==> src/rtl/core/pgt_pkg.sv <==
// ----------------------------------------------------------------------------
// pgt_pkg
// Shared types and constants of the gravity trajectory stepper.
// ----------------------------------------------------------------------------
`timescale 1ns / 1ps
`default_nettype none

package pgt_pkg;

	localparam int STEP_BITS = 8;
	localparam int DT_BITS   = 17;
	localparam int DT_FRAC   = 16;
	localparam int GM_BITS   = 47;
	localparam int FIELD_BITS = 48;
	localparam int CFG_IDX_BITS = 2;
	localparam logic [DT_BITS-1:0] DT_ONE = 17'h10000;
	localparam logic [DT_BITS-1:0] DT_RESET = 17'd655;

	localparam logic [CFG_IDX_BITS-1:0] CFG_TIME_STEP  = 2'd0;
	localparam logic [CFG_IDX_BITS-1:0] CFG_GRAV_PARAM = 2'd1;

	typedef enum logic [1:0] {
		ALU_MUL,
		ALU_DIV,
		ALU_SQRT
	} alu_op_t;

	typedef struct packed {
		logic                 start;
		alu_op_t              op;
		logic [STEP_BITS-1:0] steps;
	} alu_req_t;

	typedef enum logic [3:0] {
		ST_IDLE,
		ST_SQ,
		ST_SQRT,
		ST_MAG,
		ST_AMUL,
		ST_ADIV,
		ST_DVMUL,
		ST_PMUL,
		ST_DONE
	} pgt_state_t;

endpackage

`default_nettype wire

==> src/rtl/core/pgt_alu.sv <==
// ----------------------------------------------------------------------------
// pgt_alu
// Shared bit-serial unit: shift-add multiply, restoring divide, square root.
// ----------------------------------------------------------------------------
`timescale 1ns / 1ps
`default_nettype none

module pgt_alu
	import pgt_pkg::*;
#(
	parameter int ACC_BITS = 98
) (
	input  wire logic                clk,
	input  wire logic                arst_n,
	input  wire alu_req_t            req,
	input  wire logic [ACC_BITS-1:0] opa,
	input  wire logic [ACC_BITS-1:0] opb,
	output logic                     done,
	output logic [ACC_BITS-1:0]      result
);

	alu_op_t              op_q;
	logic [STEP_BITS-1:0] cnt_q;
	logic                 busy_q;
	logic                 done_q;
	logic [ACC_BITS:0]    acc_q;
	logic [ACC_BITS-1:0]  opa_q;
	logic [ACC_BITS-1:0]  shf_q;
	logic [ACC_BITS-1:0]  res_q;

	logic [ACC_BITS:0]   x;
	logic [ACC_BITS:0]   y;
	logic                sub;
	logic [ACC_BITS+1:0] sum;
	logic                ge;
	logic [ACC_BITS:0]   acc_d;
	logic [ACC_BITS-1:0] shf_d;

	always_comb begin
		case (op_q)
			ALU_MUL: begin
				x   = {acc_q[ACC_BITS-1:0], 1'b0};
				y   = shf_q[ACC_BITS-1] ? {1'b0, opa_q} : '0;
				sub = 1'b0;
			end
			ALU_DIV: begin
				x   = {acc_q[ACC_BITS-1:0], shf_q[ACC_BITS-1]};
				y   = {1'b0, opa_q};
				sub = 1'b1;
			end
			ALU_SQRT: begin
				x   = {acc_q[ACC_BITS-2:0], shf_q[ACC_BITS-1:ACC_BITS-2]};
				y   = {1'b0, res_q[ACC_BITS-3:0], 2'b01};
				sub = 1'b1;
			end
			default: begin
				x   = '0;
				y   = '0;
				sub = 1'b0;
			end
		endcase
		sum = {1'b0, x} + ({1'b0, y} ^ {(ACC_BITS+2){sub}}) + (ACC_BITS+2)'(sub);
		ge  = sub & ~sum[ACC_BITS+1];
		if (!sub || ge) begin
			acc_d = sum[ACC_BITS:0];
		end else begin
			acc_d = x;
		end
		if (op_q == ALU_SQRT) begin
			shf_d = {shf_q[ACC_BITS-3:0], 2'b00};
		end else begin
			shf_d = {shf_q[ACC_BITS-2:0], 1'b0};
		end
	end

	always_ff @(posedge clk or negedge arst_n) begin
		if (!arst_n) begin
			busy_q <= 1'b0;
			done_q <= 1'b0;
			cnt_q  <= '0;
			op_q   <= ALU_MUL;
		end else begin
			done_q <= busy_q && (cnt_q == STEP_BITS'(1));
			if (req.start) begin
				busy_q <= 1'b1;
				cnt_q  <= req.steps;
				op_q   <= req.op;
			end else if (busy_q) begin
				cnt_q <= cnt_q - 1'b1;
				if (cnt_q == STEP_BITS'(1)) begin
					busy_q <= 1'b0;
				end
			end
		end
	end

	always_ff @(posedge clk) begin
		if (req.start) begin
			acc_q <= '0;
			opa_q <= opa;
			shf_q <= opb;
			res_q <= '0;
		end else if (busy_q) begin
			acc_q <= acc_d;
			shf_q <= shf_d;
			res_q <= {res_q[ACC_BITS-2:0], ge};
		end
	end

	assign done   = done_q;
	assign result = (op_q == ALU_MUL) ? acc_q[ACC_BITS-1:0] : res_q;

endmodule

`default_nettype wire

==> src/rtl/core/point_gravity_trajectory_step.sv <==
// ----------------------------------------------------------------------------
// point_gravity_trajectory_step
// Semi-implicit Euler step of a point mass around an attractor at the origin.
// ----------------------------------------------------------------------------
// Usage:
//   cfg channel (cfg_valid/cfg_ready, cfg_index, cfg_data) sets time_step
//   (index 0) and grav_param (index 1); always ready, write only when idle.
//   in channel takes one request: op 0 loads position and velocity, op 1
//   advances one tick. in_ready is high only while the sequencer is idle.
//   out channel carries one path vertex per tick whose position was off the
//   origin, plus a flag for any clipping in that tick.
// Work: a tick at the origin runs only the three position multiplies; a tick
//   off the origin also runs three squares, a square root, a divide and, per
//   axis, a multiply, a divide and a velocity multiply. All of them run on the
//   single bit-serial unit, one bit (root: two bits) per cycle.
// Stall: a finished vertex sits in an output register; the next request is
//   accepted meanwhile, and a later tick that emits a vertex waits at its end until it drains.
// Reset: state and velocity clear to zero, time_step 655, grav_param 0.
// ----------------------------------------------------------------------------
`timescale 1ns / 1ps
`default_nettype none

module point_gravity_trajectory_step
	import pgt_pkg::*;
#(
	parameter int WORD_BITS = 48,
	parameter int FRAC_BITS = 16
) (
	input  wire logic                           clk,
	input  wire logic                           arst_n,
	input  wire logic                           cfg_valid,
	output logic                                cfg_ready,
	input  wire logic [CFG_IDX_BITS-1:0]        cfg_index,
	input  wire logic [GM_BITS-1:0]             cfg_data,
	input  wire logic                           in_valid,
	output logic                                in_ready,
	input  wire logic                           op,
	input  wire logic signed [FIELD_BITS-1:0]   pos_x,
	input  wire logic signed [FIELD_BITS-1:0]   pos_y,
	input  wire logic signed [FIELD_BITS-1:0]   pos_z,
	input  wire logic signed [FIELD_BITS-1:0]   vel_x,
	input  wire logic signed [FIELD_BITS-1:0]   vel_y,
	input  wire logic signed [FIELD_BITS-1:0]   vel_z,
	output logic                                out_valid,
	input  wire logic                           out_ready,
	output logic signed [FIELD_BITS-1:0]        vertex_x,
	output logic signed [FIELD_BITS-1:0]        vertex_y,
	output logic signed [FIELD_BITS-1:0]        vertex_z,
	output logic                                saturated
);

	localparam int W = WORD_BITS;
	localparam int RAW_A = (2*W+2 > FIELD_BITS+2*FRAC_BITS) ? 2*W+2 : FIELD_BITS+2*FRAC_BITS;
	localparam int A = RAW_A;

	pgt_state_t state_q, state_d;
	logic [1:0] ax_q, ax_d;
	logic       issue_q;

	logic [DT_BITS-1:0] time_step_q;
	logic [GM_BITS-1:0] grav_q;
	logic [DT_BITS-1:0] dt_q;

	logic signed [W-1:0] pos_q [3];
	logic signed [W-1:0] vel_q [3];
	logic signed [FIELD_BITS-1:0] vtx_q [3];

	logic [A-1:0] dist_q;
	logic [W-1:0] root_q;
	logic [W-2:0] mag_q;
	logic [A-1:0] tmp_q;
	logic         flag_q;
	logic         emit_q;

	logic         out_valid_q;
	logic signed [FIELD_BITS-1:0] out_x_q, out_y_q, out_z_q;
	logic         out_sat_q;

	alu_req_t     alu_req;
	logic [A-1:0] alu_a, alu_b;
	logic         alu_done;
	logic [A-1:0] alu_res;

	logic         tick_acc, load_acc, slot_free;
	logic signed [W-1:0] pos_sel, vel_sel;
	logic [W-1:0] pos_mag, vel_mag;
	logic         q_clip;
	logic [W-2:0] q_clipped;
	logic [W-1:0] step_mag;
	logic [W:0]   vel_sum, pos_sum;
	logic         pos_neg_dv;

	function automatic logic signed [W-1:0] load_clip(input logic signed [FIELD_BITS-1:0] v);
		logic signed [64:0] e, hi, lo;
		e  = 65'(v);
		hi = (65'sd1 <<< (W-1)) - 65'sd1;
		lo = -hi - 65'sd1;
		if (e > hi) begin
			return W'(hi);
		end
		if (e < lo) begin
			return W'(lo);
		end
		return W'(e);
	endfunction

	function automatic logic [W-1:0] abs_of(input logic signed [W-1:0] v);
		return v[W-1] ? (~v + 1'b1) : v;
	endfunction

	// bit W flags clipping, low bits hold the sum
	function automatic logic [W:0] sat_add(input logic [W-1:0] a, input logic [W-1:0] m,
		input logic neg);
		logic [W:0] ae, me, s;
		ae = {a[W-1], a};
		me = neg ? (~{1'b0, m} + 1'b1) : {1'b0, m};
		s  = ae + me;
		if (s[W] != s[W-1]) begin
			return {1'b1, s[W] ? {1'b1, {(W-1){1'b0}}} : {1'b0, {(W-1){1'b1}}}};
		end
		return {1'b0, s[W-1:0]};
	endfunction

	assign cfg_ready = 1'b1;
	assign in_ready  = (state_q == ST_IDLE);
	assign tick_acc  = in_valid && in_ready && op;
	assign load_acc  = in_valid && in_ready && !op;
	assign slot_free = !out_valid_q || out_ready;

	assign pos_sel = pos_q[ax_q];
	assign vel_sel = vel_q[ax_q];
	assign pos_mag = abs_of(pos_sel);
	assign vel_mag = abs_of(vel_sel);
	assign q_clip  = |alu_res[A-1:W-1];
	assign q_clipped = q_clip ? {(W-1){1'b1}} : alu_res[W-2:0];
	assign step_mag = alu_res[W-1+DT_FRAC:DT_FRAC];
	assign pos_neg_dv = !pos_sel[W-1] && (pos_sel != '0);
	assign vel_sum = sat_add(vel_sel, step_mag, pos_neg_dv);
	assign pos_sum = sat_add(pos_sel, step_mag, vel_sel[W-1]);

	pgt_alu #(.ACC_BITS(A)) u_alu (
		.clk    (clk),
		.arst_n (arst_n),
		.req    (alu_req),
		.opa    (alu_a),
		.opb    (alu_b),
		.done   (alu_done),
		.result (alu_res)
	);

	// next state
	always_comb begin
		state_d = state_q;
		ax_d    = ax_q;
		case (state_q)
			ST_IDLE: begin
				if (tick_acc) begin
					ax_d = 2'd0;
					if ((pos_q[0] != '0) || (pos_q[1] != '0) || (pos_q[2] != '0)) begin
						state_d = ST_SQ;
					end else begin
						state_d = ST_PMUL;
					end
				end
			end
			ST_SQ: begin
				if (alu_done) begin
					if (ax_q == 2'd2) begin
						state_d = ST_SQRT;
						ax_d    = 2'd0;
					end else begin
						ax_d = ax_q + 2'd1;
					end
				end
			end
			ST_SQRT: if (alu_done) state_d = ST_MAG;
			ST_MAG:  if (alu_done) state_d = ST_AMUL;
			ST_AMUL: if (alu_done) state_d = ST_ADIV;
			ST_ADIV: if (alu_done) state_d = ST_DVMUL;
			ST_DVMUL: begin
				if (alu_done) begin
					if (ax_q == 2'd2) begin
						state_d = ST_PMUL;
						ax_d    = 2'd0;
					end else begin
						state_d = ST_AMUL;
						ax_d    = ax_q + 2'd1;
					end
				end
			end
			ST_PMUL: begin
				if (alu_done) begin
					if (ax_q == 2'd2) begin
						state_d = ST_DONE;
					end else begin
						ax_d = ax_q + 2'd1;
					end
				end
			end
			ST_DONE: if (!emit_q || slot_free) state_d = ST_IDLE;
			default: state_d = ST_IDLE;
		endcase
	end

	// unit operands
	always_comb begin
		alu_req.start = issue_q;
		alu_req.op    = ALU_MUL;
		alu_req.steps = STEP_BITS'(DT_BITS);
		alu_a = '0;
		alu_b = '0;
		case (state_q)
			ST_SQ: begin
				alu_req.steps = STEP_BITS'(W);
				alu_a = A'(pos_mag);
				alu_b = {pos_mag, {(A-W){1'b0}}};
			end
			ST_SQRT: begin
				alu_req.op    = ALU_SQRT;
				alu_req.steps = STEP_BITS'(A/2);
				alu_b = dist_q;
			end
			ST_MAG: begin
				alu_req.op    = ALU_DIV;
				alu_req.steps = STEP_BITS'(A);
				alu_a = dist_q;
				alu_b = A'({grav_q, {(2*FRAC_BITS){1'b0}}});
			end
			ST_AMUL: begin
				alu_req.steps = STEP_BITS'(W-1);
				alu_a = A'(pos_mag);
				alu_b = {mag_q, {(A-W+1){1'b0}}};
			end
			ST_ADIV: begin
				alu_req.op    = ALU_DIV;
				alu_req.steps = STEP_BITS'(A);
				alu_a = A'(root_q);
				alu_b = tmp_q;
			end
			ST_DVMUL: begin
				alu_a = tmp_q;
				alu_b = {dt_q, {(A-DT_BITS){1'b0}}};
			end
			ST_PMUL: begin
				alu_a = A'(vel_mag);
				alu_b = {dt_q, {(A-DT_BITS){1'b0}}};
			end
			default: begin
				alu_req.start = 1'b0;
			end
		endcase
	end

	always_ff @(posedge clk or negedge arst_n) begin
		if (!arst_n) begin
			state_q     <= ST_IDLE;
			ax_q        <= 2'd0;
			issue_q     <= 1'b0;
			time_step_q <= DT_RESET;
			grav_q      <= '0;
			out_valid_q <= 1'b0;
			for (int i = 0; i < 3; i++) begin
				pos_q[i] <= '0;
				vel_q[i] <= '0;
			end
		end else begin
			state_q <= state_d;
			ax_q    <= ax_d;
			issue_q <= (tick_acc || alu_done) && (state_d != ST_IDLE) && (state_d != ST_DONE);
			if (cfg_valid && cfg_ready) begin
				if (cfg_index == CFG_TIME_STEP) begin
					time_step_q <= cfg_data[DT_BITS-1:0];
				end else if (cfg_index == CFG_GRAV_PARAM) begin
					grav_q <= cfg_data;
				end
			end
			if (load_acc) begin
				pos_q[0] <= load_clip(pos_x);
				pos_q[1] <= load_clip(pos_y);
				pos_q[2] <= load_clip(pos_z);
				vel_q[0] <= load_clip(vel_x);
				vel_q[1] <= load_clip(vel_y);
				vel_q[2] <= load_clip(vel_z);
			end
			if (alu_done && state_q == ST_DVMUL) begin
				vel_q[ax_q] <= vel_sum[W-1:0];
			end
			if (alu_done && state_q == ST_PMUL) begin
				pos_q[ax_q] <= pos_sum[W-1:0];
			end
			if (state_q == ST_DONE && emit_q && slot_free) begin
				out_valid_q <= 1'b1;
			end else if (out_ready) begin
				out_valid_q <= 1'b0;
			end
		end
	end

	always_ff @(posedge clk) begin
		if (tick_acc) begin
			emit_q <= (pos_q[0] != '0) || (pos_q[1] != '0) || (pos_q[2] != '0);
			dt_q   <= (time_step_q > DT_ONE) ? DT_ONE : time_step_q;
			dist_q <= '0;
			flag_q <= 1'b0;
			for (int i = 0; i < 3; i++) begin
				vtx_q[i] <= FIELD_BITS'(pos_q[i]);
			end
		end
		if (alu_done) begin
			case (state_q)
				ST_SQ:   dist_q <= dist_q + alu_res;
				ST_SQRT: root_q <= alu_res[W-1:0];
				ST_MAG: begin
					mag_q  <= q_clipped;
					flag_q <= flag_q | q_clip;
				end
				ST_AMUL: tmp_q <= alu_res;
				ST_ADIV: begin
					tmp_q  <= A'(q_clipped);
					flag_q <= flag_q | q_clip;
				end
				ST_DVMUL: flag_q <= flag_q | vel_sum[W];
				ST_PMUL:  flag_q <= flag_q | pos_sum[W];
				default: ;
			endcase
		end
		if (state_q == ST_DONE && emit_q && slot_free) begin
			out_x_q   <= vtx_q[0];
			out_y_q   <= vtx_q[1];
			out_z_q   <= vtx_q[2];
			out_sat_q <= flag_q;
		end
	end

	assign out_valid = out_valid_q;
	assign vertex_x  = out_x_q;
	assign vertex_y  = out_y_q;
	assign vertex_z  = out_z_q;
	assign saturated = out_sat_q;

endmodule

`default_nettype wire

==> config.mk <==
export PLATFORM = sky130hd
export DESIGN_NAME = point_gravity_trajectory_step
export DESIGN_NICKNAME = d
export VERILOG_FILES = /design/src/rtl/core/pgt_pkg.sv /design/src/rtl/core/pgt_alu.sv /design/src/rtl/core/point_gravity_trajectory_step.sv
export SDC_FILE = /design/constraint.sdc
export NUM_CORES = 2
export LEC_CHECK = 0
export ABC_AREA = 1
export BUFFER_PORTS_ARGS = -buffer_cell sky130_fd_sc_hd__buf_2
export CAP_MARGIN = 20
export CORE_UTILIZATION = 35
export CTS_CLUSTER_SIZE = 10
export DETAILED_ROUTE_END_ITERATION = 12
export PLACE_DENSITY = 0.6
export SYNTH_ARGS = -nofsm -noshare
export SYNTH_HDL_FRONTEND = slang
export SYNTH_SLANG_ARGS = --single-unit
==> constraint.sdc <==
create_clock -name clk -period 10.3 [get_ports clk]
set_input_delay 1.545 -clock clk [delete_from_list [all_inputs] [get_ports clk]]
set_output_delay 1.545 -clock clk [all_outputs]
set_load 0.02 [all_outputs]
==> results by group <==
Clocking
  • Cts bufs inserted: between 150 and 200
  • Post_cts resized: 0
  • CTS max path bufs: 3
  • Post-CTS setup buffer count: 0
  • Hold_buf cts: 0
  • Root buf cell: clkbuf_16
  • H-tree depth: 4
  • CTS tree: yes
  • Clock sink count: 1363
  • Worst-Skew Late Latency: 0.88 ns
  • Clock-pin slew on the worst setup and hold paths: 0.06 ns

Finish
  • Layout filler cell count: 28300
  • Share of layout cells above drive strength 1: 9.98%
  • Most common cell after layout, fill and taps aside: nand2_1
  • Area growth from synthesis to layout: 12.7%
  • Nets@finish: 13700
  • Most frequent cells in the layout: nand2_1, inv_1, nor2_1, o21ai_0, edfxtp_1

GRT
  • Vias in the first global route: 87500
  • Initial antenna violation count: 43
  • Global-route wire length before repair: 644000 µm
  • Total grt overflow: 0
  • Largest net degree at the start of global routing: 180
  • Tot GR Track Use: 33.6%

Synth
  • Register area share after synthesis: roughly 39%
  • Synth Net Count: 13300
  • Number of synthesized flops with an enable pin: 696
  • Primary FF master, synth: edfxtp_1
  • Synth Cell Area: 92700 µm²
  • Synth async-reset ratio: 27.3%
  • Syn_area_per_cell: between 7 and 8 µm²
  • Yosys reg bits: 1363
  • Synth warn: 0
  • Yosys cell types: 73
  • Cell count after synthesis: 12700

Flow run
  • Max Cap Viol: 0

Critical path
  • CP max-delay cell: ha_4
  • Crit path top cell by count: nand2_1
  • CP startpoint: u_alu.op_q[0]
  • RR Startpoint: u_alu.op_q[0]
  • WS Path Type: flop to flop
  • Reg2reg end: vel_q[30]
  • R2r setup slk: 1.91 ns
  • Worst Setup EP: vel_q[30]
  • Crit. End Element: flop
  • R2R depth: 30
  • Crit path required time: 11.04 ns
  • Crit path max fanout: 74
  • Slowest stage delay, CP: roughly 0.79 ns
  • Worst EP arrival: 9.13 ns
  • CP Launch Type: flop

STA
  • Setup violators final: 0
  • Clk_skew: 0.0721 ns
  • Max Slew Vio Count: 0
  • Fmax: 119 MHz
  • Crit path time final: 8.39 ns
  • RSZ-0062 raised after global routing: no
  • Max-slew headroom: 9.16%
  • Setup TNS: 0 ns
  • Worst Max-Slew Pin Slew: 1.35 ns
  • Hold Vio Cnt, Final: 0
  • Final period util: between 80% and 90%

Drt
  • Vias/cell: 5.64
  • DR iter-0 viols: 12700
  • Initial DRT Pass Iterations: 8
  • # DRC: 0
  • Routed Antenna Nets: 0
  • DR WL/cell: 27.6 µm
  • Total number of vias: 94000
  • Total wire length: ~460000 µm

Die
  • Initial Utilization: 35.3%
  • Io pins: 491
  • Chip Height: 517 µm
  • # rows: 188
  • Die Wd: 517 µm
  • Die area: 267000 µm²
  • Core area: 263000 µm²

Placement
  • Port Buffers: between 400 and 500
  • GPL Wtd Cong: 1.05
  • HPWL after DPL: 363000 µm

Hold path
  • Min-Delay Path Class: flop to flop

Status
  • Outcome: finished clean
## registers in the layout, summed over array words and instances (netlist names), 17 cells and up
signal / count
u_alu.shf_q: 98
u_alu.opa_q: 98
dt_q: 17
root_q: 48
grav_q: 47
tmp_q: 98
u_alu.acc_q: 98
vel_q: 144
vertex_x: 48
vertex_y: 48
dist_q: 98
pos_q: 144
mag_q: 47
u_alu.res_q: 98
time_step_q: 17
vtx_q: 144
vertex_z: 48
## metal layers
metal	vias to the layer above	track usage [%]	part of all wire, %
li1	42900	-	-
met3	1011	7.70	10
met1	45100	45.9	43
met4	28	17.1	6.0
met5	-	0	0.044
met2	5005	49.2	41
## logic make-up after synthesis
kind of cell             share of synthesized area (%)
AO/OA/AOI/OAI                                     17.3
AND/OR/NAND/NOR                                   24.2
flip-flops                                        38.9
other                                          0.00404
XOR/XNOR                                          3.32
buffers and inverters                             9.39
multiplexers                                      2.58
adder cells (fa/ha/maj)                           4.20
## worst max-delay path: cells and delay by family (launching register included)
family	cells	cell delay, ns
simple gates	19	3.56
buf+inv	6	1.83
fa+ha+maj	2	1.34
compound gates	2	0.90
flops	1	0.40
xor+xnor	1	0.14
## worst min path at each step
stage	endpoint	start	slack, ns	cells past startpoint
6_report	vertex_z[40]	vtx_q[0][136]	0.39	0
5_1_grt	vertex_x[39]	vtx_q[0][39]	0.38	0
4_1_cts	vertex_z[40]	vtx_q[0][136]	0.38	0
3_5_place_dp	vertex_x[14]	vtx_q[0][14]	0.40	0
3_3_place_gp	vertex_x[30]	vtx_q[0][30]	0.40	0
2_1_floorplan	vertex_x[0]	vtx_q[0][0]	0.40	0
## metrics by stage
step	hold WS [ns]	area [µm²]	util, %	cells	setup WS [ns]
floorplan	0.400	92700	-	12700	2.06
global placement	0.401	99000	37.6	16300	1.88
detailed placement	0.405	99000	37.7	16300	2.31
CTS	0.382	104000	39.7	16600	2.27
global route	0.381	104000	39.7	16700	1.66
finish	0.393	105000	39.7	16700	1.91
## final cells by class
class	instances	area [µm²]	share of cell area [%]
Multi-Input combinational cell	9106	48200	46.1
Sequential cell	1363	36100	34.6
Inverter	1668	6300	6.02
Clock buffer	282	4850	4.64
Tap cell	3515	4400	4.21
Timing Repair Buffer	692	4070	3.89
Clock inverter	29	534	0.511
Antenna cell	24	60.1	0.0575
## synthesized netlist by cell type, types with 70 or more instances
master / n / area share, %
xnor2_1: 92 / 0.87
o22ai_1: 171 / 1.2
o21ai_0: 905 / 4.9
ha_1: 305 / 4.1
nor2_1: 1120 / 4.5
a31oi_1: 98 / 0.66
o211ai_1: 152 / 1.2
buf_2: 77 / 0.42
xor2_1: 260 / 2.5
nand3_1: 528 / 2.8
nand4_1: 95 / 0.64
nor4_1: 81 / 0.55
a22oi_1: 107 / 0.87
dfxtp_1: 295 / 6.4
dfrtp_1: 366 / 9.9
a21oi_1: 658 / 3.6
edfxtp_1: 696 / 23
nor3_1: 117 / 0.63
nand2_1: 3474 / 14
inv_1: 1646 / 6.7
a221oi_1: 70 / 0.66
mux2_2: 205 / 2.5
clkbuf_1: 378 / 1.5
o21ai_1: 100 / 0.54
Power is left out: the tool's default activity adds up to more than one toggle a clock period on the data nets, which glitch-free logic cannot reach.
